===== src/rtl/hegm_pkg.sv =====
// Shared types and constants for the envelope gate mixer.
`timescale 1ns / 1ps
package hegm_pkg;

	localparam int SAMPLE_BITS_DEF = 24;
	localparam int COEF_BITS_DEF   = 24;
	localparam int CFG_IDX_BITS    = 3;

	// Register indexes on the configuration port
	localparam logic [CFG_IDX_BITS-1:0] REG_ENV_REL    = 3'd0;
	localparam logic [CFG_IDX_BITS-1:0] REG_GAIN_ATT   = 3'd1;
	localparam logic [CFG_IDX_BITS-1:0] REG_GAIN_REL   = 3'd2;
	localparam logic [CFG_IDX_BITS-1:0] REG_OPEN_THR   = 3'd3;
	localparam logic [CFG_IDX_BITS-1:0] REG_CLOSE_THR  = 3'd4;
	localparam logic [CFG_IDX_BITS-1:0] REG_GATE_EN    = 3'd5;
	localparam logic [CFG_IDX_BITS-1:0] REG_BYPASS     = 3'd6;

	// Register values after reset
	localparam int ENV_REL_RST   = 8736;
	localparam int GAIN_ATT_RST  = 231413;
	localparam int GAIN_REL_RST  = 4992;
	localparam int OPEN_THR_RST  = 25166;
	localparam int CLOSE_THR_RST = 10066;

	typedef enum logic [2:0] {
		ST_IDLE,
		ST_ENV,
		ST_ENV_UPD,
		ST_GAIN,
		ST_GAIN_UPD,
		ST_MIX,
		ST_DONE
	} state_t;

	typedef enum logic [1:0] {
		MODE_GATE,
		MODE_WET,
		MODE_DRY
	} mode_t;

endpackage


===== src/rtl/hysteresis_envelope_gate_mixer.sv =====
// Envelope-driven hysteresis gate blending a dry and a wet sample stream.
//
// Usage:
//   Input channel s_axis_*: one item is a dry and a wet sample of the same instant
//   (tdata, dry in the low bits) with tlast marking the last sample of a block.
//   Output channel m_axis_*: the blended sample, the smoothed gate gain and the
//   gate state, with tlast copied from the input item.
//   Configuration: cfg_we writes cfg_wdata into register cfg_addr at the clock edge;
//   write only while the block is idle. Setting gate_enable from 0 to 1 clears the
//   envelope, the gain and the gate.
// Sequencing:
//   All three products go through one multiplier under a small sequencer, one
//   product at a time. A gated item steps through ST_ENV, ST_ENV_UPD (skipped when
//   the sample raises the envelope), ST_GAIN, ST_GAIN_UPD, ST_MIX and ST_DONE, which
//   loads the result register; with bypass or with the gate disabled it goes straight
//   to ST_DONE. The block is ready for the next item in the cycle after the result is loaded.
//   While a result waits in the output register the next item is still taken and
//   processed; it then holds in its last step until the receiver takes the result.
// Reset: registers return to their default values, the state clears and the
//   output register empties.
`timescale 1ns / 1ps
module hysteresis_envelope_gate_mixer
	import hegm_pkg::*;
#(
	parameter int SAMPLE_BITS = SAMPLE_BITS_DEF,
	parameter int COEF_BITS   = COEF_BITS_DEF,
	localparam int CFG_W  = (COEF_BITS > SAMPLE_BITS - 1) ? COEF_BITS : SAMPLE_BITS - 1,
	localparam int IN_W   = ((2 * SAMPLE_BITS + 7) / 8) * 8,
	localparam int OUT_W  = ((SAMPLE_BITS + COEF_BITS + 2 + 7) / 8) * 8
) (
	input  logic                    clk,
	input  logic                    arst_n,
	// configuration
	input  logic                    cfg_we,
	input  logic [CFG_IDX_BITS-1:0] cfg_addr,
	input  logic [CFG_W-1:0]        cfg_wdata,
	// input items
	input  logic                    s_axis_tvalid,
	output logic                    s_axis_tready,
	input  logic [IN_W-1:0]         s_axis_tdata,  // dry_sample, wet_sample, zero pad
	input  logic                    s_axis_tlast,  // block_end
	// result items
	output logic                    m_axis_tvalid,
	input  logic                    m_axis_tready,
	output logic [OUT_W-1:0]        m_axis_tdata,  // mixed_sample, gate_gain, gate_is_open, pad
	output logic                    m_axis_tlast   // last_of_block
);

	localparam int S   = SAMPLE_BITS;
	localparam int C   = COEF_BITS;
	localparam int LW  = S - 1;
	localparam int GW  = C + 1;
	localparam int AW  = C + 1;
	localparam int BW  = (S + 1 > C + 1) ? S + 1 : C + 1;
	localparam int PW  = AW + BW;
	localparam int SW  = BW + 1;
	localparam logic [GW-1:0] GAIN_ONE = {1'b1, {C{1'b0}}};
	localparam logic [LW-1:0] LMAX     = {LW{1'b1}};

	// configuration registers
	logic [C-1:0]  env_rel_q, gain_att_q, gain_rel_q;
	logic [LW-1:0] open_thr_q, close_thr_q;
	logic          gate_en_q, bypass_q;

	// state and working registers
	state_t        state_q, state_d;
	mode_t         mode_q;
	logic [LW-1:0] env_q;
	logic [GW-1:0] gain_q;
	logic          open_q;
	logic [S-1:0]  dry_q, wet_q;
	logic          last_q;
	logic [BW-1:0] diff_mag_q;
	logic          diff_neg_q;
	logic          up_q;
	logic [PW-1:0] prod_q;

	// output register
	logic             out_valid_q;
	logic [OUT_W-1:0] out_data_q;
	logic             out_last_q;

	logic          clr;
	logic          accept;
	logic          load_out;
	logic [S-1:0]  dry_mag;
	logic [LW-1:0] rect;
	logic          rect_gt;
	logic [SW-1:0] step_ceil;
	logic [SW-1:0] step_floor;
	logic [LW-1:0] env_nxt;
	logic          open_nxt;
	logic [AW-1:0] mul_a;
	logic [BW-1:0] mul_b;
	logic [PW-1:0] mul_p;
	logic          gain_rise;
	logic [S:0]    diff;
	logic [S-1:0]  mixed;

	assign clr    = cfg_we && (cfg_addr == REG_GATE_EN) && cfg_wdata[0] && !gate_en_q;
	assign accept = s_axis_tvalid && s_axis_tready;
	assign s_axis_tready = (state_q == ST_IDLE);
	assign load_out = (state_q == ST_DONE) && (!out_valid_q || m_axis_tready);

	// configuration writes
	always_ff @(posedge clk or negedge arst_n) begin
		if (!arst_n) begin
			env_rel_q   <= C'(ENV_REL_RST);
			gain_att_q  <= C'(GAIN_ATT_RST);
			gain_rel_q  <= C'(GAIN_REL_RST);
			open_thr_q  <= LW'(OPEN_THR_RST);
			close_thr_q <= LW'(CLOSE_THR_RST);
			gate_en_q   <= 1'b0;
			bypass_q    <= 1'b0;
		end else if (cfg_we) begin
			case (cfg_addr)
				REG_ENV_REL:   env_rel_q   <= cfg_wdata[C-1:0];
				REG_GAIN_ATT:  gain_att_q  <= cfg_wdata[C-1:0];
				REG_GAIN_REL:  gain_rel_q  <= cfg_wdata[C-1:0];
				REG_OPEN_THR:  open_thr_q  <= cfg_wdata[LW-1:0];
				REG_CLOSE_THR: close_thr_q <= cfg_wdata[LW-1:0];
				REG_GATE_EN:   gate_en_q   <= cfg_wdata[0];
				REG_BYPASS:    bypass_q    <= cfg_wdata[0];
				default: ;
			endcase
		end
	end

	// rectified dry sample, most negative value saturates
	assign dry_mag = dry_q[S-1] ? (~dry_q + S'(1)) : dry_q;
	assign rect    = dry_mag[S-1] ? LMAX : dry_mag[LW-1:0];
	assign rect_gt = rect > env_q;

	assign step_floor = prod_q[PW-1:C];
	assign step_ceil  = step_floor + SW'(|prod_q[C-1:0]);

	// new envelope: instant attack in ST_ENV, release step in ST_ENV_UPD
	always_comb begin
		if (state_q == ST_ENV)
			env_nxt = rect;
		else
			env_nxt = env_q - step_ceil[LW-1:0];
		if (open_q)
			open_nxt = !(env_nxt < close_thr_q);
		else
			open_nxt = env_nxt > open_thr_q;
	end

	// shared multiplier operand selection
	assign gain_rise = open_q && (gain_q < GAIN_ONE);
	always_comb begin
		mul_a = '0;
		mul_b = '0;
		case (state_q)
			ST_ENV: begin
				mul_a = {1'b0, env_rel_q};
				mul_b = BW'(env_q - rect);
			end
			ST_GAIN: begin
				if (gain_rise) begin
					mul_a = {1'b0, gain_att_q};
					mul_b = BW'(GAIN_ONE - gain_q);
				end else begin
					mul_a = {1'b0, gain_rel_q};
					mul_b = open_q ? BW'(gain_q - GAIN_ONE) : BW'(gain_q);
				end
			end
			ST_MIX: begin
				mul_a = gain_q;
				mul_b = diff_mag_q;
			end
			default: ;
		endcase
	end
	assign mul_p = mul_a * mul_b;

	assign diff = {wet_q[S-1], wet_q} - {dry_q[S-1], dry_q};

	// blend; the true result lies between dry and wet, so wrapping is exact
	always_comb begin
		case (mode_q)
			MODE_DRY: mixed = dry_q;
			MODE_WET: mixed = wet_q;
			default:  mixed = diff_neg_q ? dry_q - step_floor[S-1:0]
			                             : dry_q + step_floor[S-1:0];
		endcase
	end

	// sequencer
	always_ff @(posedge clk or negedge arst_n) begin
		if (!arst_n)
			state_q <= ST_IDLE;
		else
			state_q <= state_d;
	end

	always_comb begin
		state_d = state_q;
		case (state_q)
			ST_IDLE: begin
				if (accept)
					state_d = (bypass_q || !gate_en_q) ? ST_DONE : ST_ENV;
			end
			ST_ENV:      state_d = rect_gt ? ST_GAIN : ST_ENV_UPD;
			ST_ENV_UPD:  state_d = ST_GAIN;
			ST_GAIN:     state_d = ST_GAIN_UPD;
			ST_GAIN_UPD: state_d = ST_MIX;
			ST_MIX:      state_d = ST_DONE;
			ST_DONE: begin
				if (load_out)
					state_d = ST_IDLE;
			end
			default:     state_d = ST_IDLE;
		endcase
	end

	// gate state
	always_ff @(posedge clk or negedge arst_n) begin
		if (!arst_n) begin
			env_q  <= '0;
			gain_q <= '0;
			open_q <= 1'b0;
		end else if (clr) begin
			env_q  <= '0;
			gain_q <= '0;
			open_q <= 1'b0;
		end else begin
			case (state_q)
				ST_ENV: begin
					if (rect_gt) begin
						env_q  <= env_nxt;
						open_q <= open_nxt;
					end
				end
				ST_ENV_UPD: begin
					env_q  <= env_nxt;
					open_q <= open_nxt;
				end
				ST_GAIN_UPD: begin
					if (up_q)
						gain_q <= gain_q + step_ceil[GW-1:0];
					else
						gain_q <= gain_q - step_ceil[GW-1:0];
				end
				default: ;
			endcase
		end
	end

	// item registers and product
	always_ff @(posedge clk) begin
		if (accept) begin
			dry_q  <= s_axis_tdata[S-1:0];
			wet_q  <= s_axis_tdata[2*S-1:S];
			last_q <= s_axis_tlast;
			if (bypass_q)
				mode_q <= MODE_DRY;
			else if (!gate_en_q)
				mode_q <= MODE_WET;
			else
				mode_q <= MODE_GATE;
		end
		if (state_q == ST_ENV) begin
			diff_neg_q <= diff[S];
			diff_mag_q <= diff[S] ? BW'(-diff) : BW'(diff);
		end
		if (state_q == ST_GAIN)
			up_q <= gain_rise;
		if (state_q == ST_ENV || state_q == ST_GAIN || state_q == ST_MIX)
			prod_q <= mul_p;
	end

	// result register
	always_ff @(posedge clk or negedge arst_n) begin
		if (!arst_n)
			out_valid_q <= 1'b0;
		else if (load_out)
			out_valid_q <= 1'b1;
		else if (m_axis_tready)
			out_valid_q <= 1'b0;
	end

	always_ff @(posedge clk) begin
		if (load_out) begin
			out_data_q <= OUT_W'({open_q, gain_q, mixed});
			out_last_q <= last_q;
		end
	end

	assign m_axis_tvalid = out_valid_q;
	assign m_axis_tdata  = out_data_q;
	assign m_axis_tlast  = out_last_q;

	// checks
	a_gain_bounded: assert property (@(posedge clk) disable iff (!arst_n)
		gain_q <= GAIN_ONE)
		else $error("gate gain above unity");

	a_env_step: assert property (@(posedge clk) disable iff (!arst_n)
		state_q == ST_ENV_UPD |-> step_ceil <= SW'(env_q))
		else $error("envelope release step overshoots");

	a_accept_path: assert property (@(posedge clk) disable iff (!arst_n)
		accept |=> (state_q == ST_ENV || state_q == ST_DONE))
		else $error("sequencer did not start on accepted item");

	a_open_hold: assert property (@(posedge clk) disable iff (!arst_n)
		(state_q != ST_ENV && state_q != ST_ENV_UPD && !clr) |=> $stable(open_q))
		else $error("gate flag changed outside envelope update");

	a_gain_hold: assert property (@(posedge clk) disable iff (!arst_n)
		(state_q != ST_GAIN_UPD && !clr) |=> $stable(gain_q))
		else $error("gain changed outside gain update");

endmodule


===== config.mk =====
export PLATFORM = sky130hd
export DESIGN_NAME = hysteresis_envelope_gate_mixer
export DESIGN_NICKNAME = d
export VERILOG_FILES = /design/src/rtl/hegm_pkg.sv /design/src/rtl/hysteresis_envelope_gate_mixer.sv
export SDC_FILE = /design/constraint.sdc
export NUM_CORES = 2
export LEC_CHECK = 0
export ABC_AREA = 1
export BUFFER_PORTS_ARGS = -buffer_cell sky130_fd_sc_hd__buf_2
export CAP_MARGIN = 25
export CORE_MARGIN = 1.5
export CORE_UTILIZATION = 50
export DETAILED_ROUTE_END_ITERATION = 8
export PLACE_DENSITY = 0.66
export RECOVER_POWER = 50
export SLEW_MARGIN = 10
export SYNTH_ARGS = -nofsm -noshare
export SYNTH_HDL_FRONTEND = slang
export SYNTH_SLANG_ARGS = --single-unit

===== constraint.sdc =====
create_clock -name clk -period 11.3 [get_ports clk]
set_input_delay 1.13 -clock clk [delete_from_list [all_inputs] [get_ports clk]]
set_output_delay 1.13 -clock clk [all_outputs]
set_load 0.05 [all_outputs]

==> impl_metrics.csv <==
group,metric,value,unit
setup_path,path_max_fanout,14,
placement,dp.final_hpwl,129000,um
placement,dp_cells,6997,
power,p_leak,24.3,nW
synth,yosys.area_share.simple,19.9,%
final_layout,fillers,8628,
timing,setup_viol,0,
timing,rsz0062_at_grt,"no",
drt,drtIter0Drc,4070,
clock_tree,tritoncts,"done",
final_layout,fin_cells,7074,
placement,place_congestion,1.05,
final_layout,drive_gt1_share,6.79,%
setup_path,cp_common_cell,"fa_1",
global_routing,grt_pass1_wl,241000,um
setup_path,cp-end-kind,"register",
synth,synthTopCellsByArea,"fa_1, nand2_1, edfxtp_1",
synth,synth_edf_count,178,
timing,tightest_slew,4840,ps
setup_path,crit_type,"reg -> reg",
floorplanning,die_width,303,um
synth,postSynthCellCount,5787,
drt,routed_wl,160000,um
global_routing,grt_antenna_before_repair,3,
timing,worst_clock_skew,27.8,ps
synth,synth_top_cell_area_share,23.5,%
global_routing,grt_max_degree,103,
timing,fin_crit_sh,96.0,%
synth,synth_top_family_by_area,"adder cells",
clock_tree,clk_latency,600,ps
final_layout,area_growth,7.51,%
synth,synth-main-ff-cell,"edfxtp_1",
setup_path,crit_slowest_cell,"fa_1",
synth,syn-cell-area,0.0451,mm^2
floorplanning,die_h,303,um
synth,synthXorXnorAreaFrac,3.14,%
synth,synth_async_sr_flop_share,49.3,%
timing,hold_viol_final,0,
placement,dp_slack,629,ps
synth,synth-compound-area-share,11.0,%
clock_tree,root_buffer,"clkbuf_16",
timing,relSlewSlack,-223,%
setup_path,slowest_delay,560,ps
drt,vias_per_cell,5.68,
global_routing,gr-total-overflow,0,
synth,ys_seq_area_share,21.5,%
run_status,violations,"capacitance limit, slew limit",
clock_tree,clock-sinks,351,
floorplanning,dieArea,0.0920,mm^2
floorplanning,initial_core_util,50.7,%
final_layout,final_cell_area,0.0485,mm^2
drt,wl_per_cell,22.6,um
floorplanning,ios,140,
placement,port_buffers,133,
synth,yosysTopAreaCell,"fa_1",
placement,postPlaceCellArea,0.0472,mm^2
synth,synth_warnings,0,
global_routing,grt_usage,35.1,%
synth,synth_cell_type_count,65,
power,cellPowerDensity,316,mW/mm^2
timing,max_freq,92.2,MHz
setup_path,required,11640,ps
run_status,status,"finished, violations left",
timing,fin_crit,10840,ps
clock_tree,hold_buffers,0,
hold_path,min_path_type,"reg -> reg",
flow_run,maxCapViolCount,8,
clock_tree,cts.path.max_buffers,3,
synth,syn_area_per_cell,7.79,um^2
final_layout,final_nets,6838,
setup_path,cp_data_arrival_time,11180,ps
synth,synthMuxAreaShare,0.0444,%
drt,final_antenna_net_count,0,
synth,synthAdderAreaFrac,33.2,%
drt,vias,40200,
timing,worst_slack,457,ps
clock_tree,htreeDepth,2,
timing,drv_slew,435,
synth,synth-seq-cells,351,
timing,timing.hold.ws,428,ps
floorplanning,core_area,0.0889,mm^2
setup_path,regToRegSetupSlack,460,ps
clock_tree,clk_pin_slew,60,ps
floorplanning,num_rows,109,
drt,drc,0,
power,vdd_drop_max,175,uV
setup_path,critPathLaunchType,"register",
clock_tree,cts_buffers,39,
drt,dr.pass1.iters,6,
global_routing,grt_pass1_vias,39200,
timing,setup_tns,0,ps
layout make-up:
cell class | instances | area (um^2) | area share [%]
clock inverter | 20 | 221 | 0.457
tap | 1165 | 1460 | 3.01
sequential | 351 | 9720 | 20.0
clock buffer | 51 | 1100 | 2.27
inverter | 1109 | 4170 | 8.59
timing repair buffer | 234 | 1390 | 2.86
antenna | 2 | 5.00 | 0.0103
multi-input combinational | 4142 | 30400 | 62.8
cell families after synthesis:
kind of cell	Yosys count
mux	2
compound gates	908
flops	351
fa+ha+maj	880
simple gates	2190
buf+inv	1299
other cells	1
xor+xnor	156
worst max-delay path: cells and delay by family (launching register included):
family                     cells  cell delay, ps
AOI/OAI and AO/OA              8            1420
and+or+nand+nor               13            2930
adders and majority gates     10            4550
DFF                            1             470
xor gates and xnor gates       2             410
buffers and inverters          6             760
per-stage QoR:
stage               total power [mW]  util, %
floorplan                       9.76        -
global placement                13.5     53.0
detailed placement              13.6     53.1
CTS                             15.0     54.5
global route                    16.5     54.5
finish                          15.3     54.5
cells in the final DEF (no fill, tap or decap), drive strengths merged, types with 3 or more instances in the layout:
cell type / count
nand2: 1439
inv: 1108
fa: 530
nor2: 411
a21oi: 392
o21ai: 355
ha: 350
buf: 208
edfxtp: 178
nand3: 154
dfrtp: 140
xor2: 113
clkbuf: 77
nor3: 61
nand4: 57
xnor2: 43
a31oi: 38
dfstp: 33
nor4: 24
or2: 22
a21o: 17
o21bai: 16
a22oi: 14
nand3b: 13
o21a: 13
o22ai: 11
clkinv: 11
o221ai: 8
a211oi: 8
o31ai: 7
clkinvlp: 7
conb: 6
o211ai: 6
and2: 5
a221oi: 5
a32oi: 4
a21boi: 4
nor3b: 3
bufinv: 3
registers in the layout, summed over array words and instances (netlist names), 2 cells and up:
name / count
state_q: 3
dry_q: 24
m_axis_tdata: 50
gain_q: 25
env_rel_q: 24
gain_rel_q: 24
close_thr_q: 23
open_thr_q: 23
mode_q: 2
diff_mag_q: 25
gain_att_q: 24
prod_q: 49
wet_q: 24
env_q: 23
synth_stat cells, types with 7 or more instances:
cell      instances
a211oi_1          8
a21o_1           17
a21oi_1         392
a22oi_1          13
a31oi_1          38
buf_1            10
buf_2            82
buf_4            10
clkbuf_1         87
dfrtp_1         140
dfstp_2          33
edfxtp_1        178
fa_1            530
ha_1            350
inv_1          1093
inv_2            12
nand2_1        1427
nand2_2          12
nand3_1         149
nand3b_1         13
nand4_1          57
nor2_1          396
nor2_2           10
nor3_1           56
nor4_1           23
o21a_1           13
o21ai_0         344
o21ai_1           7
o21bai_1         15
o221ai_1          8
o22ai_1          11
o31ai_1           7
or2_2            22
xnor2_1          43
xor2_1          108
per-layer routing:
metal	GRT usage [%]	up-vias	routed length (um)
li1	-	18400	-
met1	50.2	19500	68600
met2	53.3	1918	69500
met3	6.17	322	14700
met4	13.0	2	6730
met5	0	-	13
report_power, final:
| part | internal, mW | switching, mW |
|---|---|---|
| Clock | 0.767 | 0.600 |
| Sequential | 1.99 | 0.499 |
| Combinational | 3.62 | 7.85 |
| Total | 6.38 | 8.95 |
final timing paths:
| kind | start | end | cells past startpoint |
|---|---|---|---|
| hold / removal | last_q | m_axis_tlast | 0 |
| setup / recovery | dry_q[1] | prod_q[47] | 39 |
| max in group asynchronous | arst_n | gain_rel_q[10] | 3 |
| setup reg to reg | dry_q[1] | prod_q[47] | 39 |
| min in group asynchronous | arst_n | env_q[10] | 1 |
| hold reg to reg | last_q | m_axis_tlast | 0 |
what timing repair did:
item / CTS / global route
gates resized for setup: 0 / 7
buffers inserted: 0 / 1
setup endpoints to repair: 0 / 14
(Power assumes the default switching activity.)
